===== src/rtl/parking_bay_and_gate_controller_macros.svh =====
// ----------------------------------------------------------------------------
// Parking bay and gate controller assertion macros
// Shared concurrent assertion forms, sampled on clk and disabled in reset.
// ----------------------------------------------------------------------------
`ifndef PARKING_BAY_AND_GATE_CONTROLLER_MACROS_SVH
`define PARKING_BAY_AND_GATE_CONTROLLER_MACROS_SVH

// The consequent must hold in the same cycle as the antecedent.
`define PBGC_ASSERT_SAME(lbl, ante, cons, msg) \
  lbl: assert property (@(posedge clk) disable iff (!rst_n) (ante) |-> (cons)) \
    else $error(msg);

// The consequent must hold in the cycle after the antecedent.
`define PBGC_ASSERT_NEXT(lbl, ante, cons, msg) \
  lbl: assert property (@(posedge clk) disable iff (!rst_n) (ante) |=> (cons)) \
    else $error(msg);

`endif


===== src/rtl/pbgc_plate_lane.sv =====
// ----------------------------------------------------------------------------
// Plate lane
// Baseline removal, threshold compare and debounce for one pressure plate.
// ----------------------------------------------------------------------------
`default_nettype none

module pbgc_plate_lane (
  input  wire logic               clk,
  input  wire logic               rst_n,
  input  wire logic               load,
  input  wire logic signed [15:0] pressure,
  input  wire logic signed [15:0] baseline,
  input  wire logic signed [15:0] threshold,
  input  wire logic [31:0]        debounce_ms,
  input  wire logic [31:0]        now_ms,
  output logic                    committed
);

  logic               cand_r;
  logic [31:0]        ctime_r;
  logic               comm_r;
  logic signed [15:0] delta;
  logic               raw;
  logic               changed;
  logic               stable;

  // Pressure above baseline, wrapped to 16 bits.
  assign delta = pressure - baseline;
  assign raw   = delta > threshold;

  // A change restarts the stability timer at this tick.
  assign changed   = raw != cand_r;
  assign stable    = changed ? (debounce_ms == '0) : ((now_ms - ctime_r) >= debounce_ms);
  assign committed = stable ? raw : comm_r;

  always_ff @(posedge clk) begin
    if (!rst_n) begin
      cand_r  <= 1'b0;
      ctime_r <= '0;
      comm_r  <= 1'b0;
    end else if (load) begin
      cand_r <= raw;
      comm_r <= committed;
      if (changed) begin
        ctime_r <= now_ms;
      end
    end
  end

endmodule

`default_nettype wire


===== config.mk =====
export PLATFORM = sky130hd
export DESIGN_NAME = pbgc_plate_lane
export DESIGN_NICKNAME = d
export VERILOG_FILES = /design/src/rtl/parking_bay_and_gate_controller_macros.svh /design/src/rtl/pbgc_plate_lane.sv
export SDC_FILE = /design/constraint.sdc
export NUM_CORES = 1
export LEC_CHECK = 0
export ABC_AREA = 1
export BUFFER_PORTS_ARGS = -buffer_cell sky130_fd_sc_hd__buf_2
export CAP_MARGIN = 10
export CORE_MARGIN = 2
export CORE_UTILIZATION = 45
export CTS_CLUSTER_DIAMETER = 100
export DETAILED_ROUTE_END_ITERATION = 10
export PLACE_DENSITY = 0.71
export SLEW_MARGIN = 20
export SYNTH_ARGS = -nofsm -noshare
export SYNTH_HDL_FRONTEND = slang
export SYNTH_SLANG_ARGS = --single-unit

===== constraint.sdc =====
create_clock -name clk -period 7.1 [get_ports clk]
set_input_delay 2.13 -clock clk [delete_from_list [all_inputs] [get_ports clk]]
set_output_delay 2.13 -clock clk [all_outputs]
set_load 0.05 [all_outputs]

==> impl_metrics.toml <==
[pwr]
power.density_mw_per_mm2 = 220.6
peakVddDrop_v = 0.0001106
p_leak_nw = 3.783

[detailed_routing]
first_pass_iters = 5
antenna_left = 0
drt-wirelength-per-cell_um = 12.12
totalWireLength_um = 13760
drcViolationCount = 0
viasPerCell = 4.879
drtIter0Drc = 320
route.vias.total = 5538

[outcome]
status = "finished, violations left"
violations = "negative setup slack"

[clock_network]
clock_latency_ns = 0.30
path_clk_slew_ns = 0.08
root_buffer = "clkbuf_8"
clkSinkCount = 34
cts_buffer_depth = 2
numCtsBuffers = 5
tritoncts = "yes"
htree_num_levels = 2

[die]
coreArea_sq_mm = 0.01084
dieWidth_um = 109.4
io-pin-count = 116
rows = 38
start_util_pct = 46.08
die_area_sq_mm = 0.01196
die_h_um = 109.4

[sta]
period_needed_ns = 7.311
worst_slew_pin_slew_ns = 0.5679
fin_ws_ns = -0.2111
final.setup_skew_ns = 0.007577
fin_crit_sh_pct = 103.0
drv_slew = 0
finalHoldViolations = 0
fmax_ghz = 0.1368
setup_violations = 1
rsz0062_at_grt = "true"
relSlewSlack_pct = 62.14

[final_layout]
final_area_sq_mm = 0.007194
multiInputGateArea_sq_mm = 0.004023
num_antenna_cells = 0
ff_latch_area_sq_um = 680.7
nNetsFinal = 1205
drive_above_1_share_pct = 34.77
fill_cells = 975
area_growth_syn_to_layout_pct = 44.04
post-route-util_pct = 66.37

[worst_setup_path]
slowest_delay_ns = 0.39
startpoint_type = "primary input"
slowest_stage = "fa_2"
cp_top_family = "simple AND/OR/NAND/NOR gates"
endpoint_kind = "output pin"
reg2reg_slack_ns = 3.71
arrival_ns = 5.18
path_buf_inv = 8
cp_data_required_time_ns = 4.97
path_class = "primary input to output pin"
worst-path-max-fanout = 3
timing.critical_path.mode_cell = "nand3_2"

[grt]
grt_pass1_wl_um = 22830
antenna_found_initial = 0
grt_overflow = 0
grt_max_degree = 63
grt_usage_pct = 23.57
grt_pass1_vias = 5274

[logic_synthesis]
ys_ff_latch = 34
ys_seq_area_share_pct = 13.63
syn_avg_cell_area_sq_um = 6.722
synth_area_leaders = "ha_1 24%, dfxtp_1 14%, inv_1 11%"
synth_fp_nets = 954
yosysTopAreaCell = "ha_1"
synth.distinct_cells = 43
yosysWarningCount = 0
syn_inst = 743
syn_area_sq_mm = 0.004995
synthDominantCellAreaShare_pct = 23.55

[place]
gp_congestion = 0.8807
placed_cell_area_sq_mm = 0.006580
dp_hpwl_um = 10860
portBuffers = 115

[run]
cap_violations = 0

[hold_path]
hp-class = "register to register"
==> tightest hold or removal path: cells and delay by family, from the launching register on <==
family | cells | cell delay, ns
buffers and inverters | 1 | 0.06
flip-flops | 1 | 0.30
AO/OA/AOI/OAI | 1 | 0.05
==> per-stage QoR <==
step           power (mW)  hold WS [ns]  setup TNS [ns]  std cells  setup slack (ns)
2_1_floorplan      0.9412        0.4340        -0.01937        743          -0.01937
3_3_place_gp        1.291        0.4433         -0.4448       1103           -0.4448
3_5_place_dp        1.309        0.4512         -0.4744       1103           -0.4744
4_1_cts             1.554        0.4620         -0.1870       1132           -0.1870
5_1_grt             1.749        0.4806         -0.5202       1135           -0.5202
6_report            1.587        0.4603         -0.2111       1135           -0.2111
==> registers in the layout, indices dropped and copies added (netlist names) <==
signal	count
ctime_r	32
comm_r	1
cand_r	1
==> per-layer routing <==
layer / track usage (%) / wire, um / vias to the layer above
li1: - / - / 2979
met1: 29.61 / 6380 / 2414
met2: 42.15 / 6619 / 121
met3: 2.905 / 521 / 24
met4: 6.691 / 240 / 0
met5: 0 / 0 / -
==> timing repair <==
item | in CTS | in global routing
setup endpoints to repair | 1 | 1
gates resized for setup | 43 | 26
pin swaps | 34 | 23
gates cloned | 0 | 0
hold buffers | 0 | 0
buffers inserted | 21 | 3
==> worst paths after layout <==
kind | cells past startpoint | start | to
max | 29 | now_ms[0] | committed
min | 2 | ctime_r[29] | ctime_r[29]
max reg2reg | 27 | ctime_r[0] | comm_r
min reg2reg | 2 | ctime_r[29] | ctime_r[29]
==> cell type report <==
class,count,area share [%]
sequential,34,9.461
clock inverter,1,0.06957
clock buffer,7,1.200
timing repair buffer,253,22.94
tap,140,2.435
multi-input combinational,553,55.91
inverter,147,7.983
==> power by group <==
part | internal, mW | leakage (nW) | switching [mW] | total (mW)
sequential | 0.228 | 0.281 | 0.0110 | 0.239
combinational | 0.577 | 3.45 | 0.615 | 1.19
clock | 0.0784 | 0.0482 | 0.0774 | 0.156
==> Yosys cell counts, drive strengths merged <==
cell	count
and2	1
o21ai	69
a221oi	1
nor3b	1
ha	94
o21a	6
nand4	18
nor3	7
buf	6
a21o	6
a21boi	4
a31oi	3
nand3	19
clkbuf	3
nor4	2
nand3b	1
o31ai	1
fa	2
xnor2	14
a211oi	3
nor2	40
dfxtp	34
nand2	120
inv	147
a21oi	107
o21bai	3
xor2	29
o211ai	2
==> cell families (layout without fill, tap and decap cells) <==
| group | Yosys count | count (layout) | share of synthesized area [%] |
|---|---|---|---|
| AND/OR/NAND/NOR | 209 | 209 | 18.89 |
| AO/OA/AOI/OAI | 205 | 205 | 22.65 |
| buffers and inverters | 156 | 408 | 12.95 |
| adder cells (fa/ha/maj) | 96 | 96 | 24.35 |
| XOR/XNOR | 43 | 43 | 7.540 |
| flip-flops | 34 | 34 | 13.63 |
==> cell usage in the layout, fill, tap and decap left out, types with 4 or more instances in the layout <==
master	instances
a21oi_1	92
nand4_1	18
o21ai_0	21
o21ai_1	39
xnor2_1	14
ha_1	81
inv_1	136
o21ai_2	8
buf_4	138
inv_4	4
ha_4	13
nor2_1	36
o21a_1	6
clkbuf_8	6
nand3_1	9
a21oi_2	13
nand2_1	105
inv_2	6
buf_2	110
xor2_1	29
nor3_1	7
nand3_2	9
nand2_2	12
dfxtp_1	34
a21o_1	6
Power figures use the tool's default switching activity.
