$ cat config.mk
export PLATFORM = sky130hd
export DESIGN_NAME = pbgc_gate_merge
export DESIGN_NICKNAME = d
export VERILOG_FILES = /design/src/rtl/parking_bay_and_gate_controller_macros.svh /design/src/rtl/pbgc_pkg.sv /design/src/rtl/pbgc_gate_merge.sv
export SDC_FILE = /design/constraint.sdc
export NUM_CORES = 1
export LEC_CHECK = 0
export ABC_AREA = 1
export BUFFER_PORTS_ARGS = -buffer_cell sky130_fd_sc_hd__buf_2
export CAP_MARGIN = 30
export CELL_PAD_IN_SITES_DETAIL_PLACEMENT = 0
export CELL_PAD_IN_SITES_GLOBAL_PLACEMENT = 1
export CORE_MARGIN = 2
export CORE_UTILIZATION = 40
export DETAILED_ROUTE_END_ITERATION = 10
export HOLD_SLACK_MARGIN = 0.15
export PLACE_DENSITY_LB_ADDON = 0.3
export RECOVER_POWER = 50
export SLEW_MARGIN = 20
export SYNTH_ARGS = -nofsm -noshare
export SYNTH_HDL_FRONTEND = slang
export SYNTH_SLANG_ARGS = --single-unit
$ cat constraint.sdc
create_clock -name clk -period 4.15 [get_ports clk]
set_clock_uncertainty 0.1 [all_clocks]
set_input_delay 0.415 -clock clk [delete_from_list [all_inputs] [get_ports clk]]
set_output_delay 0.415 -clock clk [all_outputs]
set_load 0.02 [all_outputs]
$ cat src/rtl/parking_bay_and_gate_controller_macros.svh
// ----------------------------------------------------------------------------
// Parking bay and gate controller assertion macros
// Shared concurrent assertion forms, sampled on clk and disabled in reset.
// ----------------------------------------------------------------------------
`ifndef PARKING_BAY_AND_GATE_CONTROLLER_MACROS_SVH
`define PARKING_BAY_AND_GATE_CONTROLLER_MACROS_SVH

// The consequent must hold in the same cycle as the antecedent.
`define PBGC_ASSERT_SAME(lbl, ante, cons, msg) \
  lbl: assert property (@(posedge clk) disable iff (!rst_n) (ante) |-> (cons)) \
    else $error(msg);

// The consequent must hold in the cycle after the antecedent.
`define PBGC_ASSERT_NEXT(lbl, ante, cons, msg) \
  lbl: assert property (@(posedge clk) disable iff (!rst_n) (ante) |=> (cons)) \
    else $error(msg);

`endif

$ cat src/rtl/pbgc_pkg.sv
// ----------------------------------------------------------------------------
// Parking bay and gate controller package
// Field widths, output codes, register indexes, reset values and lane types.
// ----------------------------------------------------------------------------
`default_nettype none

package pbgc_pkg;

  // Field widths.
  localparam int ECHO_W  = 15;
  localparam int TIME_W  = 32;
  localparam int PRESS_W = 16;
  localparam int SECS_W  = 23;
  localparam int CIDX_W  = 3;

  // Bay light codes.
  localparam logic [1:0] LIGHT_GREEN  = 2'd0;
  localparam logic [1:0] LIGHT_RED    = 2'd1;
  localparam logic [1:0] LIGHT_YELLOW = 2'd2;

  // Gate state codes.
  localparam logic [2:0] GS_CLOSED     = 3'd0;
  localparam logic [2:0] GS_OPEN_ENTRY = 3'd1;
  localparam logic [2:0] GS_OPEN_EXIT  = 3'd2;
  localparam logic [2:0] GS_HOLD       = 3'd3;
  localparam logic [2:0] GS_LOCKED     = 3'd4;

  // Alert codes.
  localparam logic [2:0] AL_NONE      = 3'd0;
  localparam logic [2:0] AL_REFUSED   = 3'd1;
  localparam logic [2:0] AL_BOTH_OVER = 3'd2;
  localparam logic [2:0] AL_BAY1_OVER = 3'd3;
  localparam logic [2:0] AL_BAY2_OVER = 3'd4;
  localparam logic [2:0] AL_FULL      = 3'd5;

  // Configuration register indexes.
  localparam logic [CIDX_W-1:0] CFG_NEAR_ECHO  = 3'd0;
  localparam logic [CIDX_W-1:0] CFG_OVERSTAY   = 3'd1;
  localparam logic [CIDX_W-1:0] CFG_THRESHOLD  = 3'd2;
  localparam logic [CIDX_W-1:0] CFG_DEBOUNCE   = 3'd3;
  localparam logic [CIDX_W-1:0] CFG_HOLD       = 3'd4;
  localparam logic [CIDX_W-1:0] CFG_FLASH      = 3'd5;
  localparam logic [CIDX_W-1:0] CFG_ENTRY_BASE = 3'd6;
  localparam logic [CIDX_W-1:0] CFG_EXIT_BASE  = 3'd7;

  // Register reset values.
  localparam logic [ECHO_W-1:0]         RST_NEAR_ECHO = 15'd2320;
  localparam logic [TIME_W-1:0]         RST_OVERSTAY  = 32'd10000;
  localparam logic signed [PRESS_W-1:0] RST_THRESHOLD = 16'sd120;
  localparam logic [TIME_W-1:0]         RST_DEBOUNCE  = 32'd300;
  localparam logic [TIME_W-1:0]         RST_HOLD      = 32'd6000;
  localparam logic [TIME_W-1:0]         RST_FLASH     = 32'd200;
  localparam logic signed [PRESS_W-1:0] RST_BASELINE  = 16'sd0;

  // Milliseconds to seconds: x / 1000 = ((x >> 3) * SEC_RECIP) >> SEC_SHIFT,
  // exact for every 32-bit x.
  localparam logic [29:0] SEC_RECIP = 30'd549755814;
  localparam int          SEC_SHIFT = 36;

  // What one bay lane reports to the merging stage.
  typedef struct packed {
    logic occ;
    logic over;
  } bay_stat_t;

  // Per-item results of the merging stage, bay seconds excluded.
  typedef struct packed {
    logic [1:0] bay1_light;
    logic [1:0] bay2_light;
    logic       gate_open;
    logic       gate_led;
    logic       entry_pressed;
    logic       exit_pressed;
    logic [2:0] gate_state;
    logic [2:0] alert_code;
    logic [1:0] free_spaces;
  } merge_res_t;

endpackage

`default_nettype wire

$ cat src/rtl/pbgc_gate_merge.sv
// ----------------------------------------------------------------------------
// Gate merging stage
// Combines bay and plate lanes into gate control, LED, alert and bay lights.
// ----------------------------------------------------------------------------
`default_nettype none

module pbgc_gate_merge (
  input  wire logic                clk,
  input  wire logic                rst_n,
  input  wire logic                load,
  input  wire pbgc_pkg::bay_stat_t bay1,
  input  wire pbgc_pkg::bay_stat_t bay2,
  input  wire logic                entry_comm,
  input  wire logic                exit_comm,
  input  wire logic [31:0]         hold_ms,
  input  wire logic [31:0]         flash_ms,
  input  wire logic [31:0]         now_ms,
  output pbgc_pkg::merge_res_t     res_r
);

  logic        open_r, open_nxt;
  logic        obe_r, obe_nxt;
  logic        hc_r, hc_nxt;
  logic [31:0] dl_r, dl_nxt;
  logic        refl_r, refl_nxt;
  logic        led_r, led_nxt;
  logic [31:0] tog_r, tog_nxt;
  logic        full;
  logic        rel;
  logic [31:0] dl_diff;
  pbgc_pkg::merge_res_t res_nxt;

  // Gate control and LED for this tick.
  always_comb begin
    full     = bay1.occ && bay2.occ;
    open_nxt = open_r;
    obe_nxt  = obe_r;
    hc_nxt   = hc_r;
    dl_nxt   = dl_r;
    refl_nxt = refl_r;
    led_nxt  = led_r;
    tog_nxt  = tog_r;
    rel      = obe_r ? exit_comm : entry_comm;
    dl_diff  = now_ms - dl_r;

    if (!open_r) begin
      if (entry_comm) begin
        if (!full) begin
          open_nxt = 1'b1;
          obe_nxt  = 1'b0;
          hc_nxt   = 1'b0;
        end else begin
          refl_nxt = 1'b1;
        end
      end else begin
        refl_nxt = 1'b0;
        if (exit_comm) begin
          open_nxt = 1'b1;
          obe_nxt  = 1'b1;
          hc_nxt   = 1'b0;
        end
      end
    end else begin
      // Release of the opening plate starts the hold timer.
      if (!rel && !hc_r) begin
        hc_nxt  = 1'b1;
        dl_nxt  = now_ms + hold_ms;
        dl_diff = '0 - hold_ms;
      end
      // Deadline reached when the wrapped difference is non-negative.
      if (hc_nxt && !dl_diff[31]) begin
        open_nxt = 1'b0;
        hc_nxt   = 1'b0;
      end
    end

    if (full) begin
      led_nxt = 1'b1;
    end else if (!open_nxt) begin
      led_nxt = 1'b0;
    end else if ((now_ms - tog_r) >= flash_ms) begin
      tog_nxt = now_ms;
      led_nxt = !led_r;
    end
  end

  // Status record for this tick.
  always_comb begin
    res_nxt.bay1_light = bay1.occ ? (bay1.over ? pbgc_pkg::LIGHT_YELLOW : pbgc_pkg::LIGHT_RED)
                                  : pbgc_pkg::LIGHT_GREEN;
    res_nxt.bay2_light = bay2.occ ? (bay2.over ? pbgc_pkg::LIGHT_YELLOW : pbgc_pkg::LIGHT_RED)
                                  : pbgc_pkg::LIGHT_GREEN;
    res_nxt.gate_open     = open_nxt;
    res_nxt.gate_led      = led_nxt;
    res_nxt.entry_pressed = entry_comm;
    res_nxt.exit_pressed  = exit_comm;

    if (open_nxt) begin
      res_nxt.gate_state = hc_nxt ? pbgc_pkg::GS_HOLD
                                  : (obe_nxt ? pbgc_pkg::GS_OPEN_EXIT : pbgc_pkg::GS_OPEN_ENTRY);
    end else begin
      res_nxt.gate_state = full ? pbgc_pkg::GS_LOCKED : pbgc_pkg::GS_CLOSED;
    end

    if (refl_nxt) begin
      res_nxt.alert_code = pbgc_pkg::AL_REFUSED;
    end else if (bay1.over && bay2.over) begin
      res_nxt.alert_code = pbgc_pkg::AL_BOTH_OVER;
    end else if (bay1.over) begin
      res_nxt.alert_code = pbgc_pkg::AL_BAY1_OVER;
    end else if (bay2.over) begin
      res_nxt.alert_code = pbgc_pkg::AL_BAY2_OVER;
    end else if (full) begin
      res_nxt.alert_code = pbgc_pkg::AL_FULL;
    end else begin
      res_nxt.alert_code = pbgc_pkg::AL_NONE;
    end

    res_nxt.free_spaces = 2'd2 - {1'b0, bay1.occ} - {1'b0, bay2.occ};
  end

  // Gate and LED state.
  always_ff @(posedge clk) begin
    if (!rst_n) begin
      open_r <= 1'b0;
      obe_r  <= 1'b0;
      hc_r   <= 1'b0;
      dl_r   <= '0;
      refl_r <= 1'b0;
      led_r  <= 1'b0;
      tog_r  <= '0;
    end else if (load) begin
      open_r <= open_nxt;
      obe_r  <= obe_nxt;
      hc_r   <= hc_nxt;
      dl_r   <= dl_nxt;
      refl_r <= refl_nxt;
      led_r  <= led_nxt;
      tog_r  <= tog_nxt;
    end
  end

  // First pipeline stage of the status record.
  always_ff @(posedge clk) begin
    if (load) begin
      res_r <= res_nxt;
    end
  end

endmodule

`default_nettype wire

==> results.sh <==
export IMPL_fin_area_mm2=0.00995
export IMPL_cp_cell_sequence="ha_1, inv_1, fa_1, nand3_1, nand2_1, buf_4, nand4_1, nand3_2, a21o_1, a21oi_1, xor2_1, ha_1, nand2_1, nor2_1, nand2_1, nor4_2, nand2_1, nand3_2, nand4_4, clkbuf_16, nand2_1, nand2_1, nor2_1"
export IMPL_port_buffers=120
export IMPL_maxSlewHeadroom=0.153
export IMPL_critPathArrivalTime_ps=4010
export IMPL_startpoint_type="flip-flop"
export IMPL_cts_buffers=9
export IMPL_switching_share=0.422
export IMPL_synth_seq_cells=85
export IMPL_placed_cell_area_mm2=0.00952
export IMPL_p_per_area_mw_per_mm2=367
export IMPL_ys_types=39
export IMPL_crit_type="reg -> reg"
export IMPL_syn_num_nets=1521
export IMPL_clk_pin_slew_ps=70
export IMPL_synthCells=1288
export IMPL_drive_gt1_frac=0.118
export IMPL_yosysSeqAreaShare=0.221
export IMPL_grt_setup_unrepaired="yes"
export IMPL_cpPeakStageDelay_ps=380
export IMPL_whs_path_depth=1
export IMPL_ant_nets=0
export IMPL_dieArea_mm2=0.0223
export IMPL_hold_viol=0
export IMPL_num_nets_final=1668
export IMPL_grt_overflow=0
export IMPL_p_clk_frac=0.218
export IMPL_post_cts_buffers=0
export IMPL_num_io_pins=121
export IMPL_finalSetupViolations=0
export IMPL_status="complete, no violations"
export IMPL_vias=8489
export IMPL_critPathTopFamily="simple AND/OR/NAND/NOR gates"
export IMPL_synth_warnings=0
export IMPL_fmax_mhz=261
export IMPL_critPathCaptureType="flip-flop"
export IMPL_grt_pass1_wl_um=38700
export IMPL_gp_congestion=0.947
export IMPL_drt_iter0_drc=382
export IMPL_vias_per_cell=4.95
export IMPL_fin_util=0.476
export IMPL_p_leak_nw=5.08
export IMPL_cpMostUsedCell="nand2_1"
export IMPL_post_route_period_util=0.922
export IMPL_intPower_mw=2.11
export IMPL_clockRootBuffer="clkbuf_16"
export IMPL_final_common_cell="nand2_1"
export IMPL_power_mw=3.65
export IMPL_first_pass_iters=4
export IMPL_drc=0
export IMPL_routed_wl_um=25000
export IMPL_switchingPower_mw=1.54
export IMPL_die_x_um=149
export IMPL_dieHeight_um=149
export IMPL_peakVddDrop_mv=0.149
export IMPL_comb_power_share=0.517
export IMPL_syn_cell_area_mm2=0.00843
export IMPL_critical_path_depth=23
export IMPL_synth_avg_cell_area_um2=6.55
export IMPL_cts_max_level=3
export IMPL_drv_slew=0
export IMPL_antenna_found_initial=0
export IMPL_place_inst=1693
export IMPL_r2r_cells=23
export IMPL_syn_to_final_growth_pct=18.0
export IMPL_wl_per_cell_um=14.6
export IMPL_pwr_share_seq=0.264
export IMPL_clock_latency_ps=350
export IMPL_required_ps=4330
export IMPL_instances_no_fill=1715
export IMPL_num_rows=53
export IMPL_cap_violations=0
export IMPL_worst_slew_pin_slew_ps=1270
export IMPL_cts_tree="yes"
export IMPL_grt_max_degree=65
export IMPL_grt_pass1_vias=7713
export IMPL_cts_path_max_buffers=2
export IMPL_hold_path_class="in -> reg"
export IMPL_dp_final_hpwl_um=20300
export IMPL_grt_usage=0.220
export IMPL_cp_slowest_cell="fa_1"
export IMPL_path_max_fanout=16
export IMPL_n_antenna_cell=0
export IMPL_clkSinkCount=85
export IMPL_core_area_mm2=0.0209
export IMPL_worst_path_buf_inv=3
export IMPL_layout_common_cells="nand2_1, inv_1, nor2_1, a21oi_1, ha_1"
export IMPL_finalCriticalPeriod_ps=3830
export IMPL_start_util=0.404
==> per-layer routing <==
layer  wire, µm  part of all wire  vias to the layer above  track usage
met5          0                 0                        -            0
met4        302             0.012                        0       0.0448
met3       1060             0.042                       20       0.0251
met2      11100              0.44                      170        0.350
met1      12600              0.50                     3793        0.321
li1           -                 -                     4506            -
==> stage by stage <==
step / setup TNS (ps) / hold WS [ps] / worst slack [ps]
after floorplan: 0 / 333 / 440
after global placement: -1230 / 355 / -54.0
after detailed placement: -1700 / 363 / -87.2
after CTS: 0 / 175 / 139
after global routing: -11.5 / 185 / -10.4
final: 0 / 188 / 323
==> registers in the layout (all words and copies together) (netlist names) <==
name,cells
dl_r,32
hc_r,1
res_r,16
tog_r,32
obe_r,1
led_r,1
open_r,1
refl_r,1
==> cells in the mapped netlist <==
cell type | number | share of area
o21a_1 | 4 | 0.0036
inv_2 | 1 | 0.00044
buf_6 | 3 | 0.0040
xnor2_1 | 24 | 0.025
a31oi_1 | 11 | 0.0082
nand3_2 | 1 | 0.0012
nor3_1 | 18 | 0.011
nor2_1 | 170 | 0.076
fa_1 | 2 | 0.0047
ha_1 | 126 | 0.19
a211oi_1 | 1 | 0.00089
nor4_1 | 8 | 0.0059
o21bai_1 | 1 | 0.00089
o211ai_1 | 10 | 0.0089
nand2_2 | 2 | 0.0015
o21ai_1 | 5 | 0.0030
nand4_4 | 1 | 0.0025
o21ai_0 | 72 | 0.043
nand3_1 | 42 | 0.025
a31o_2 | 1 | 0.0010
edfxtp_1 | 16 | 0.057
o211a_1 | 1 | 0.0012
o221ai_1 | 4 | 0.0042
a21oi_2 | 1 | 0.0010
nand2_1 | 261 | 0.12
a21oi_1 | 137 | 0.081
nor3b_2 | 1 | 0.0015
xor2_1 | 29 | 0.030
dfxtp_1 | 69 | 0.16
a21boi_0 | 1 | 0.00089
and2b_1 | 1 | 0.00089
a221oi_1 | 1 | 0.0010
nand3b_1 | 5 | 0.0045
a21o_1 | 9 | 0.0080
buf_2 | 3 | 0.0018
clkbuf_1 | 14 | 0.0062
a21boi_1 | 1 | 0.00089
inv_1 | 217 | 0.097
nand4_1 | 14 | 0.010
==> area by class of cell <==
type	count	area [µm²]
clock buffer	9	225
inverter	218	818
multi-input combinational	965	5720
tap	275	344
fill	2268	10900
sequential	85	1860
timing repair buffer	156	916
clock inverter	7	67.6
==> what timing repair did <==
| item | CTS | global route |
|---|---|---|
| hold buffers | 1 | 0 |
| endpoints found under the hold margin | 1 | 0 |
| endpoints found under the setup margin | 0 | 34 |
| resized for setup | 0 | 17 |
==> cell families (layout without fill, tap and decap cells) <==
| kind of cell | after synthesis | in the layout | synth area share |
|---|---|---|---|
| buffers and inverters | 238 | 390 | 0.109 |
| flip-flops | 85 | 85 | 0.221 |
| AND/OR/NAND/NOR | 524 | 524 | 0.256 |
| AO/OA/AOI/OAI | 260 | 260 | 0.168 |
| XOR/XNOR | 53 | 53 | 0.0550 |
| adder cells (fa/ha/maj) | 128 | 128 | 0.192 |
==> power by group through the flow <==
stage | Clock (mW) | Combinational (mW) | Sequential, mW
6_report | 0.798 | 1.89 | 0.966
5_1_grt | 0.844 | 2.16 | 0.974
2_1_floorplan | 0 | 1.29 | 0.998
3_5_place_dp | 0 | 1.81 | 0.984
4_1_cts | 0.822 | 1.82 | 0.965
3_3_place_gp | 0 | 1.78 | 0.981
==> worst paths after layout <==
path,to,slack (ps),startpoint
worst max-delay path,tog_r[9],320,tog_r[0]
worst min-delay path,res_r[9],190,entry_comm
worst max register to register,tog_r[9],320,tog_r[0]
worst min register to register,dl_r[2],370,dl_r[2]
Power figures use the tool's default switching activity.
