<file path="src/rtl/parking_bay_and_gate_controller_macros.svh">
// ----------------------------------------------------------------------------
// Parking bay and gate controller assertion macros
// Shared concurrent assertion forms, sampled on clk and disabled in reset.
// ----------------------------------------------------------------------------
`ifndef PARKING_BAY_AND_GATE_CONTROLLER_MACROS_SVH
`define PARKING_BAY_AND_GATE_CONTROLLER_MACROS_SVH

// The consequent must hold in the same cycle as the antecedent.
`define PBGC_ASSERT_SAME(lbl, ante, cons, msg) \
  lbl: assert property (@(posedge clk) disable iff (!rst_n) (ante) |-> (cons)) \
    else $error(msg);

// The consequent must hold in the cycle after the antecedent.
`define PBGC_ASSERT_NEXT(lbl, ante, cons, msg) \
  lbl: assert property (@(posedge clk) disable iff (!rst_n) (ante) |=> (cons)) \
    else $error(msg);

`endif

</file>
<file path="src/rtl/pbgc_pkg.sv">
// ----------------------------------------------------------------------------
// Parking bay and gate controller package
// Field widths, output codes, register indexes, reset values and lane types.
// ----------------------------------------------------------------------------
`default_nettype none

package pbgc_pkg;

  // Field widths.
  localparam int ECHO_W  = 15;
  localparam int TIME_W  = 32;
  localparam int PRESS_W = 16;
  localparam int SECS_W  = 23;
  localparam int CIDX_W  = 3;

  // Bay light codes.
  localparam logic [1:0] LIGHT_GREEN  = 2'd0;
  localparam logic [1:0] LIGHT_RED    = 2'd1;
  localparam logic [1:0] LIGHT_YELLOW = 2'd2;

  // Gate state codes.
  localparam logic [2:0] GS_CLOSED     = 3'd0;
  localparam logic [2:0] GS_OPEN_ENTRY = 3'd1;
  localparam logic [2:0] GS_OPEN_EXIT  = 3'd2;
  localparam logic [2:0] GS_HOLD       = 3'd3;
  localparam logic [2:0] GS_LOCKED     = 3'd4;

  // Alert codes.
  localparam logic [2:0] AL_NONE      = 3'd0;
  localparam logic [2:0] AL_REFUSED   = 3'd1;
  localparam logic [2:0] AL_BOTH_OVER = 3'd2;
  localparam logic [2:0] AL_BAY1_OVER = 3'd3;
  localparam logic [2:0] AL_BAY2_OVER = 3'd4;
  localparam logic [2:0] AL_FULL      = 3'd5;

  // Configuration register indexes.
  localparam logic [CIDX_W-1:0] CFG_NEAR_ECHO  = 3'd0;
  localparam logic [CIDX_W-1:0] CFG_OVERSTAY   = 3'd1;
  localparam logic [CIDX_W-1:0] CFG_THRESHOLD  = 3'd2;
  localparam logic [CIDX_W-1:0] CFG_DEBOUNCE   = 3'd3;
  localparam logic [CIDX_W-1:0] CFG_HOLD       = 3'd4;
  localparam logic [CIDX_W-1:0] CFG_FLASH      = 3'd5;
  localparam logic [CIDX_W-1:0] CFG_ENTRY_BASE = 3'd6;
  localparam logic [CIDX_W-1:0] CFG_EXIT_BASE  = 3'd7;

  // Register reset values.
  localparam logic [ECHO_W-1:0]         RST_NEAR_ECHO = 15'd2320;
  localparam logic [TIME_W-1:0]         RST_OVERSTAY  = 32'd10000;
  localparam logic signed [PRESS_W-1:0] RST_THRESHOLD = 16'sd120;
  localparam logic [TIME_W-1:0]         RST_DEBOUNCE  = 32'd300;
  localparam logic [TIME_W-1:0]         RST_HOLD      = 32'd6000;
  localparam logic [TIME_W-1:0]         RST_FLASH     = 32'd200;
  localparam logic signed [PRESS_W-1:0] RST_BASELINE  = 16'sd0;

  // Milliseconds to seconds: x / 1000 = ((x >> 3) * SEC_RECIP) >> SEC_SHIFT,
  // exact for every 32-bit x.
  localparam logic [29:0] SEC_RECIP = 30'd549755814;
  localparam int          SEC_SHIFT = 36;

  // What one bay lane reports to the merging stage.
  typedef struct packed {
    logic occ;
    logic over;
  } bay_stat_t;

  // Per-item results of the merging stage, bay seconds excluded.
  typedef struct packed {
    logic [1:0] bay1_light;
    logic [1:0] bay2_light;
    logic       gate_open;
    logic       gate_led;
    logic       entry_pressed;
    logic       exit_pressed;
    logic [2:0] gate_state;
    logic [2:0] alert_code;
    logic [1:0] free_spaces;
  } merge_res_t;

endpackage

`default_nettype wire

</file>
<file path="src/rtl/pbgc_bay_lane.sv">
// ----------------------------------------------------------------------------
// Bay lane
// Occupancy detection, occupancy timer and whole-seconds conversion for one bay.
// ----------------------------------------------------------------------------
`default_nettype none

module pbgc_bay_lane (
  input  wire logic                  clk,
  input  wire logic                  rst_n,
  input  wire logic                  load,
  input  wire logic [14:0]           top_echo,
  input  wire logic [14:0]           left_echo,
  input  wire logic [14:0]           right_echo,
  input  wire logic [14:0]           near_us,
  input  wire logic [31:0]           stay_limit,
  input  wire logic [31:0]           now_ms,
  output pbgc_pkg::bay_stat_t        stat,
  output logic [22:0]                secs
);

  logic        held_r;
  logic [31:0] since_r;
  logic [31:0] elapsed_r;
  logic        occ;
  logic [31:0] elapsed;
  logic [58:0] prod;

  // A bay is blocked when all three echoes are present and near.
  assign occ = (top_echo != '0)   && (top_echo <= near_us) &&
               (left_echo != '0)  && (left_echo <= near_us) &&
               (right_echo != '0) && (right_echo <= near_us);

  // Elapsed occupancy; a fresh occupancy starts at zero.
  assign elapsed   = held_r ? (now_ms - since_r) : '0;
  assign stat.occ  = occ;
  assign stat.over = occ && (elapsed >= stay_limit);

  // Occupancy start time.
  always_ff @(posedge clk) begin
    if (!rst_n) begin
      held_r  <= 1'b0;
      since_r <= '0;
    end else if (load) begin
      held_r <= occ;
      if (occ && !held_r) begin
        since_r <= now_ms;
      end
    end
  end

  // Elapsed time for the seconds stage.
  always_ff @(posedge clk) begin
    if (load) begin
      elapsed_r <= occ ? elapsed : '0;
    end
  end

  // Divide by 1000 through a reciprocal multiply.
  assign prod = 59'(elapsed_r[31:3]) * 59'(pbgc_pkg::SEC_RECIP);
  assign secs = prod[58:pbgc_pkg::SEC_SHIFT];

endmodule

`default_nettype wire

</file>
<file path="config.mk">
export PLATFORM = sky130hd
export DESIGN_NAME = pbgc_bay_lane
export DESIGN_NICKNAME = d
export VERILOG_FILES = /design/src/rtl/parking_bay_and_gate_controller_macros.svh /design/src/rtl/pbgc_pkg.sv /design/src/rtl/pbgc_bay_lane.sv
export SDC_FILE = /design/constraint.sdc
export NUM_CORES = 1
export LEC_CHECK = 0
export BUFFER_PORTS_ARGS = -buffer_cell sky130_fd_sc_hd__buf_2
export CORE_MARGIN = 8
export CORE_UTILIZATION = 55
export CTS_CLUSTER_DIAMETER = 200
export DETAILED_ROUTE_END_ITERATION = 8
export PLACE_DENSITY = 0.81
export SYNTH_ARGS = -nofsm -noshare
export SYNTH_HDL_FRONTEND = slang
export SYNTH_SLANG_ARGS = --single-unit
</file>
<file path="constraint.sdc">
create_clock -name clk -period 9.3 [get_ports clk]
set_input_delay 0.465 -clock clk [delete_from_list [all_inputs] [get_ports clk]]
set_output_delay 0.465 -clock clk [all_outputs]
set_load 0.01 [all_outputs]
</file>
==> results.sh, run 1 <==
export IMPL_synth_edf_count=29
export IMPL_worstMarginPinSlew_ps=1100
export IMPL_synth_async_reset_ratio_pct=0
export IMPL_startpoint="elapsed_r[13]$_SDFFCE_PN0P_"
export IMPL_fin_ws_ps=937
export IMPL_syn_area_per_cell_sq_um=9.01
export IMPL_drive_above_1_share_pct=7.67
export IMPL_final_area_sq_mm=0.0215
export IMPL_synth_top_cell_area_share_pct=29.6
export IMPL_dieArea_sq_mm=0.0426
export IMPL_postCtsSetupRepairBufs=0
export IMPL_r2r_start="since_r[0]$_SDFFE_PN0P_"
export IMPL_crit_buf_inv=5
export IMPL_yosysSeqAreaShare_pct=7.68
export IMPL_die_w_microns=206
export IMPL_vias=15500
export IMPL_htree_levels=3
export IMPL_crit_type="flip-flop to output pin"
export IMPL_dpl_instance_area_sq_mm=0.0212
export IMPL_coreArea_sq_mm=0.0357
export IMPL_yosys_warnings=0
export IMPL_hold_buffers=0
export IMPL_highest_layer="met5"
export IMPL_synth_top_area_cell="ha_1"
export IMPL_netlist_instances=2213
export IMPL_start_util_pct=55.9
export IMPL_die_y_microns=206
export IMPL_vias_per_cell=5.53
export IMPL_timing_slew_headroom_pct=26.7
export IMPL_reg2reg_slack_ps=5980
export IMPL_met1Wirelength_microns=24000
export IMPL_most_common_layout_cells="inv_1, ha_1, fa_1, buf_2, nand2_1"
export IMPL_antenna_found_initial=1
export IMPL_ys_types=65
export IMPL_wl_met3_microns=2540
export IMPL_area_delta_synth_final_pct=7.70
export IMPL_post_route_period_util_pct=89.9
export IMPL_cts_made_buffers=9
export IMPL_ys_dominant_reg_cell="dfxtp_1"
export IMPL_period_minus_slack_ps=8360
export IMPL_grt_pass1_wl_microns=83800
export IMPL_slowest_stage="edfxtp_1"
export IMPL_reg2reg_to="elapsed_r[30]$_SDFFCE_PN0P_"
export IMPL_startpoint_type="flip-flop"
export IMPL_run_status="completed"
export IMPL_drt_total_wl_microns=52300
export IMPL_nets=3208
export IMPL_critPathMostFrequentCell="fa_1"
export IMPL_drt_antenna_violating_nets=0
export IMPL_synth_area_leaders="ha_1, fa_1, inv_1, edfxtp_1, dfxtp_1"
export IMPL_grt_usage_pct=24.9
export IMPL_worstSetupPathDepth=22
export IMPL_ctsResizeCount=0
export IMPL_max_cap_violations=0
export IMPL_max_stage_delay_ps=740
export IMPL_hpwl_microns=46600
export IMPL_final_cells=2809
export IMPL_gp_congestion=0.997
export IMPL_grt_start_max_net_pins=66
export IMPL_r2r_cells=11
export IMPL_route_met2_wl_microns=24600
export IMPL_rows=69
export IMPL_cp_max_fo=11
export IMPL_hp_class="input pin to flip-flop"
export IMPL_grt_pass1_vias=16500
export IMPL_drc=0
export IMPL_firstDrtPassIters=5
export IMPL_detail_route_wl_per_cell_microns=18.6
export IMPL_cts_tree="built"
export IMPL_port_buffer_count=151
export IMPL_fin_tns_setup_ps=0
export IMPL_clk_path_buf_depth=2
export IMPL_hold_viol=0
export IMPL_rsz0062_at_grt="false"
export IMPL_path_cells="ha_1 > fa_1 > fa_1 > inv_1 > fa_1 > inv_1 > fa_1 > fa_1 > fa_1 > inv_1 > fa_1 > inv_1 > ha_1 > a21oi_1 > o21ai_0 > a311oi_1 > a311oi_1 > nor3_1 > a21oi_1 > a41oi_1 > xnor2_1 > buf_2"
export IMPL_drt_initial_drc_count=946
export IMPL_yosys_register_bits=62
export IMPL_synth_area_sq_mm=0.0199
export IMPL_critPathCaptureType="output pin"
export IMPL_ios=152
export IMPL_worstPathArrival_ps=7900
export IMPL_required_ps=8840
export IMPL_insertion_delay_ps=330
export IMPL_endpoint="secs[21]"
export IMPL_clkTransAtPathRegs_ps=60
export IMPL_overflow=0
export IMPL_setup_violations=0
export IMPL_layout_commonest_cell="inv_1"
export IMPL_skew_ps=14.0
export IMPL_dp_cells=2793
export IMPL_critPathTopFamily="adder cells"
export IMPL_pre_cts_slack_ps=1410
export IMPL_clock_fmax_mhz=120
export IMPL_clock_sinks=62
export IMPL_clk_root_buffer_cell="clkbuf_16"
export IMPL_diodes=0
export IMPL_synth_nets=3078
export IMPL_report_final_slew_viol_count=0
-- synthesized netlist by cell type, types with 3 or more instances --
cell / n
a211o_1: 6
a211oi_1: 12
a21boi_0: 4
a21o_1: 66
a21oi_1: 104
a311oi_1: 3
a31oi_1: 13
a41oi_1: 3
and2_1: 32
and3_1: 33
buf_2: 3
clkbuf_1: 30
dfxtp_1: 33
edfxtp_1: 29
fa_1: 266
ha_1: 472
inv_1: 594
mux2i_1: 35
nand2_1: 120
nand2b_1: 9
nand3_1: 28
nand4_1: 27
nor2_1: 51
nor2b_1: 17
nor3_1: 24
nor4_1: 15
o2111ai_1: 5
o211ai_1: 15
o21a_1: 11
o21ai_0: 46
o21bai_1: 13
o31ai_1: 5
or2_2: 3
xnor2_1: 31
xor2_1: 14
-- registers in the layout, summed over array words and instances (netlist names) --
name,count
held_r,1
elapsed_r,29
since_r,32
-- cells by family (layout without fill, tap and decap cells) --
kind of cell               count (synthesis)  in the layout  share of synthesized area, %
AOI/OAI and AO/OA                        332            332                          11.1
and+or+nand+nor                          370            370                          9.22
xor gates and xnor gates                  45             45                          1.98
buffers and inverters                    629            764                          11.9
muxes                                     37             37                          1.89
adders and majority gates                738            738                          56.3
DFF                                       62             62                          7.68
-- how the worst min path moves through the flow --
| stage | start | end | depth (start not counted) |
|---|---|---|---|
| floorplan | since_r[10]$_SDFFE_PN0P_ | since_r[10]$_SDFFE_PN0P_ | 2 |
| global placement | since_r[16]$_SDFFE_PN0P_ | since_r[16]$_SDFFE_PN0P_ | 2 |
| detailed placement | since_r[16]$_SDFFE_PN0P_ | since_r[16]$_SDFFE_PN0P_ | 2 |
| CTS | now_ms[27] | since_r[27]$_SDFFE_PN0P_ | 3 |
| global route | now_ms[27] | since_r[27]$_SDFFE_PN0P_ | 3 |
| finish | now_ms[4] | since_r[4]$_SDFFE_PN0P_ | 3 |
-- worst register-to-register path, cell delays in order, from the launching register on --
cell and delay, ps:
dfxtp_1 310, ha_1 200, inv_1 70, fa_1 210
a21oi_1 100, nand4b_1 260, a2111oi_0 640, o31ai_1 250
o21ai_1 400, o221ai_1 220, xnor2_1 200, and3_1 200
-- through the flow --
step	hold slack (ps)	utilization, %
floorplan	435	-
global placement	442	59.3
detailed placement	446	59.3
CTS	394	60.2
global route	396	60.2
finish	402	60.2
-- cell type report --
type                       instances  area [sq um]
timing repair buffer             153           771
tap                              461           577
sequential                        62          1530
clock buffer                      13           282
clock inverter                     3          40.0
multi-input combinational       1522         16000
fill                            3082         14200
inverter                         595          2230
-- per-layer routing --
metal,global-route usage (%),up-vias
met2,42.1,425
met1,33.3,7544
met4,6.43,2
met5,0,-
li1,-,7488
met3,3.26,84
Power of run 1 is left out: the tool's default activity adds up to more than one toggle a clock period on the data nets, which glitch-free logic cannot reach.
==> run 2: changes to the inputs <==
--- a/config.mk
+++ b/config.mk
@@ -8,6 +8,7 @@
 export BUFFER_PORTS_ARGS = -buffer_cell sky130_fd_sc_hd__buf_2
 export CORE_MARGIN = 8
 export CORE_UTILIZATION = 55
+export CTS_BUF_LIST = sky130_fd_sc_hd__clkbuf_4 sky130_fd_sc_hd__clkbuf_8
 export CTS_CLUSTER_DIAMETER = 200
 export DETAILED_ROUTE_END_ITERATION = 8
 export PLACE_DENSITY = 0.81
==> run 2 against run 1 <==
  * Sequential share of layout area hardly changed
  * Via count hardly changed
  * Critical endpoint unchanged
  * Flip-flop and latch count stayed put
  * Worst hold slack worse by 32 ps
  * Final cell count stayed put
  * Routed wire length is 0.17% lower
  * Clock skew is 9.1 ps higher
  * Global-route usage is 0.060 points lower
==> results.sh, run 2 (synthesized netlist as in run 1, its figures left out) <==
export IMPL_skew_ps=23.0
export IMPL_layout_commonest_cell="inv_1"
export IMPL_vias=15500
export IMPL_post_route_period_util_pct=90.0
export IMPL_drt_antenna_violating_nets=0
export IMPL_critPathCaptureType="output pin"
export IMPL_most_common_layout_cells="inv_1, ha_1, fa_1, buf_2, nand2_1"
export IMPL_ctsResizeCount=0
export IMPL_reg_top3="since_r: 32 flops, elapsed_r: 29 flops, held_r: 1 flops"
export IMPL_drt_initial_drc_count=917
export IMPL_dieArea_sq_mm=0.0426
export IMPL_hold_buffers=0
export IMPL_run_status="completed"
export IMPL_use_met3_pct=3.26
export IMPL_hp_class="input pin to flip-flop"
export IMPL_pre_cts_slack_ps=1410
export IMPL_hpwl_microns=46600
export IMPL_fin_tns_setup_ps=0
export IMPL_insertion_delay_ps=350
export IMPL_setup_violations=0
export IMPL_cts_made_buffers=9
export IMPL_period_minus_slack_ps=8370
export IMPL_drc=0
export IMPL_largest_reg_flops=32
export IMPL_grt_start_max_net_pins=66
export IMPL_worstPathArrival_ps=7900
export IMPL_gp_congestion=0.997
export IMPL_cp_max_fo=11
export IMPL_regMostFlops="since_r"
export IMPL_nets=3208
export IMPL_die_y_microns=206
export IMPL_firstDrtPassIters=5
export IMPL_overflow=0
export IMPL_diodes=0
export IMPL_multi_input_area_sq_mm=0.0160
export IMPL_area_delta_synth_final_pct=7.23
export IMPL_crit_type="flip-flop to output pin"
export IMPL_max_cap_violations=0
export IMPL_rows=69
export IMPL_grt_pass1_wl_microns=83700
export IMPL_grt_usage_pct=24.8
export IMPL_antenna_found_initial=1
export IMPL_required_ps=8840
export IMPL_start_util_pct=55.9
export IMPL_rsz0062_at_grt="false"
export IMPL_clk_path_buf_depth=2
export IMPL_coreArea_sq_mm=0.0357
export IMPL_detail_route_wl_per_cell_microns=18.6
export IMPL_worstMarginPinSlew_ps=1100
export IMPL_vias_per_cell=5.53
export IMPL_use_met2_pct=42.1
export IMPL_clock_sinks=62
export IMPL_regArea_sq_mm=0.00153
export IMPL_clock_fmax_mhz=120
export IMPL_port_buffer_count=151
export IMPL_fin_ws_ps=932
export IMPL_drive_above_1_share_pct=7.71
export IMPL_cts_tree="built"
export IMPL_grt_pass1_vias=16400
export IMPL_timing_slew_headroom_pct=26.9
export IMPL_drt_total_wl_microns=52200
export IMPL_clkTransAtPathRegs_ps=80
export IMPL_htree_levels=3
export IMPL_ios=152
export IMPL_report_final_slew_viol_count=0
export IMPL_startpoint_type="flip-flop"
export IMPL_hold_viol=0
export IMPL_nFillCells=3102
export IMPL_postCtsSetupRepairBufs=0
export IMPL_final_util_pct=60.0
export IMPL_clk_root_buffer_cell="clkbuf_8"
export IMPL_die_w_microns=206
export IMPL_top_usage_layer="met2"
export IMPL_globalRouteMet1Util_pct=33.2
## run 2: final timing paths
kind | startpoint | endpoint | slack, ps | depth (start not counted)
setup / recovery | elapsed_r[13]$_SDFFCE_PN0P_ | secs[21] | 930 | 22
hold / removal | now_ms[6] | since_r[6]$_SDFFE_PN0P_ | 370 | 3
hold reg to reg | since_r[27]$_SDFFE_PN0P_ | since_r[27]$_SDFFE_PN0P_ | 460 | 2
setup reg to reg | since_r[0]$_SDFFE_PN0P_ | elapsed_r[30]$_SDFFCE_PN0P_ | 5990 | 11
## run 2: layout make-up
| type | instances | area share (%) |
|---|---|---|
| repair buffers | 153 | 3.60 |
| clock buffers | 12 | 0.743 |
| flip-flops and latches | 62 | 7.16 |
| multi-input cells | 1522 | 75.0 |
| well taps | 461 | 2.70 |
| inverters | 595 | 10.4 |
| clock inverters | 4 | 0.328 |
## run 2: worst max-delay path: stages, from the launching register on
cell and delay (ps):
edfxtp_1 730, ha_1 380, fa_1 460, fa_1 540
inv_1 50, fa_1 490, inv_1 50, fa_1 520
fa_1 440, fa_1 550, inv_1 50, fa_1 490
inv_1 40, ha_1 340, a21oi_1 210, o21ai_0 170
a311oi_1 430, a311oi_1 210, nor3_1 400, a21oi_1 300
a41oi_1 350, xnor2_1 170, buf_2 160
## run 2: stage by stage
stage | instances | hold WS (ps) | area (sq um)
4_1_cts | 2809 | 366 | 21400
2_1_floorplan | 2213 | 435 | 19900
3_5_place_dp | 2793 | 446 | 21200
5_1_grt | 2809 | 370 | 21400
6_report | 2809 | 370 | 21400
3_3_place_gp | 2793 | 442 | 21200
## run 2: routing by layer
layer  vias to the layer above  wire length, microns
li1                       7486                     -
met1                      7533                 23800
met2                       441                 24600
met3                        85                  2600
met4                         2                  1200
met5                         -                    13
Power of run 2 is left out for the same reason.
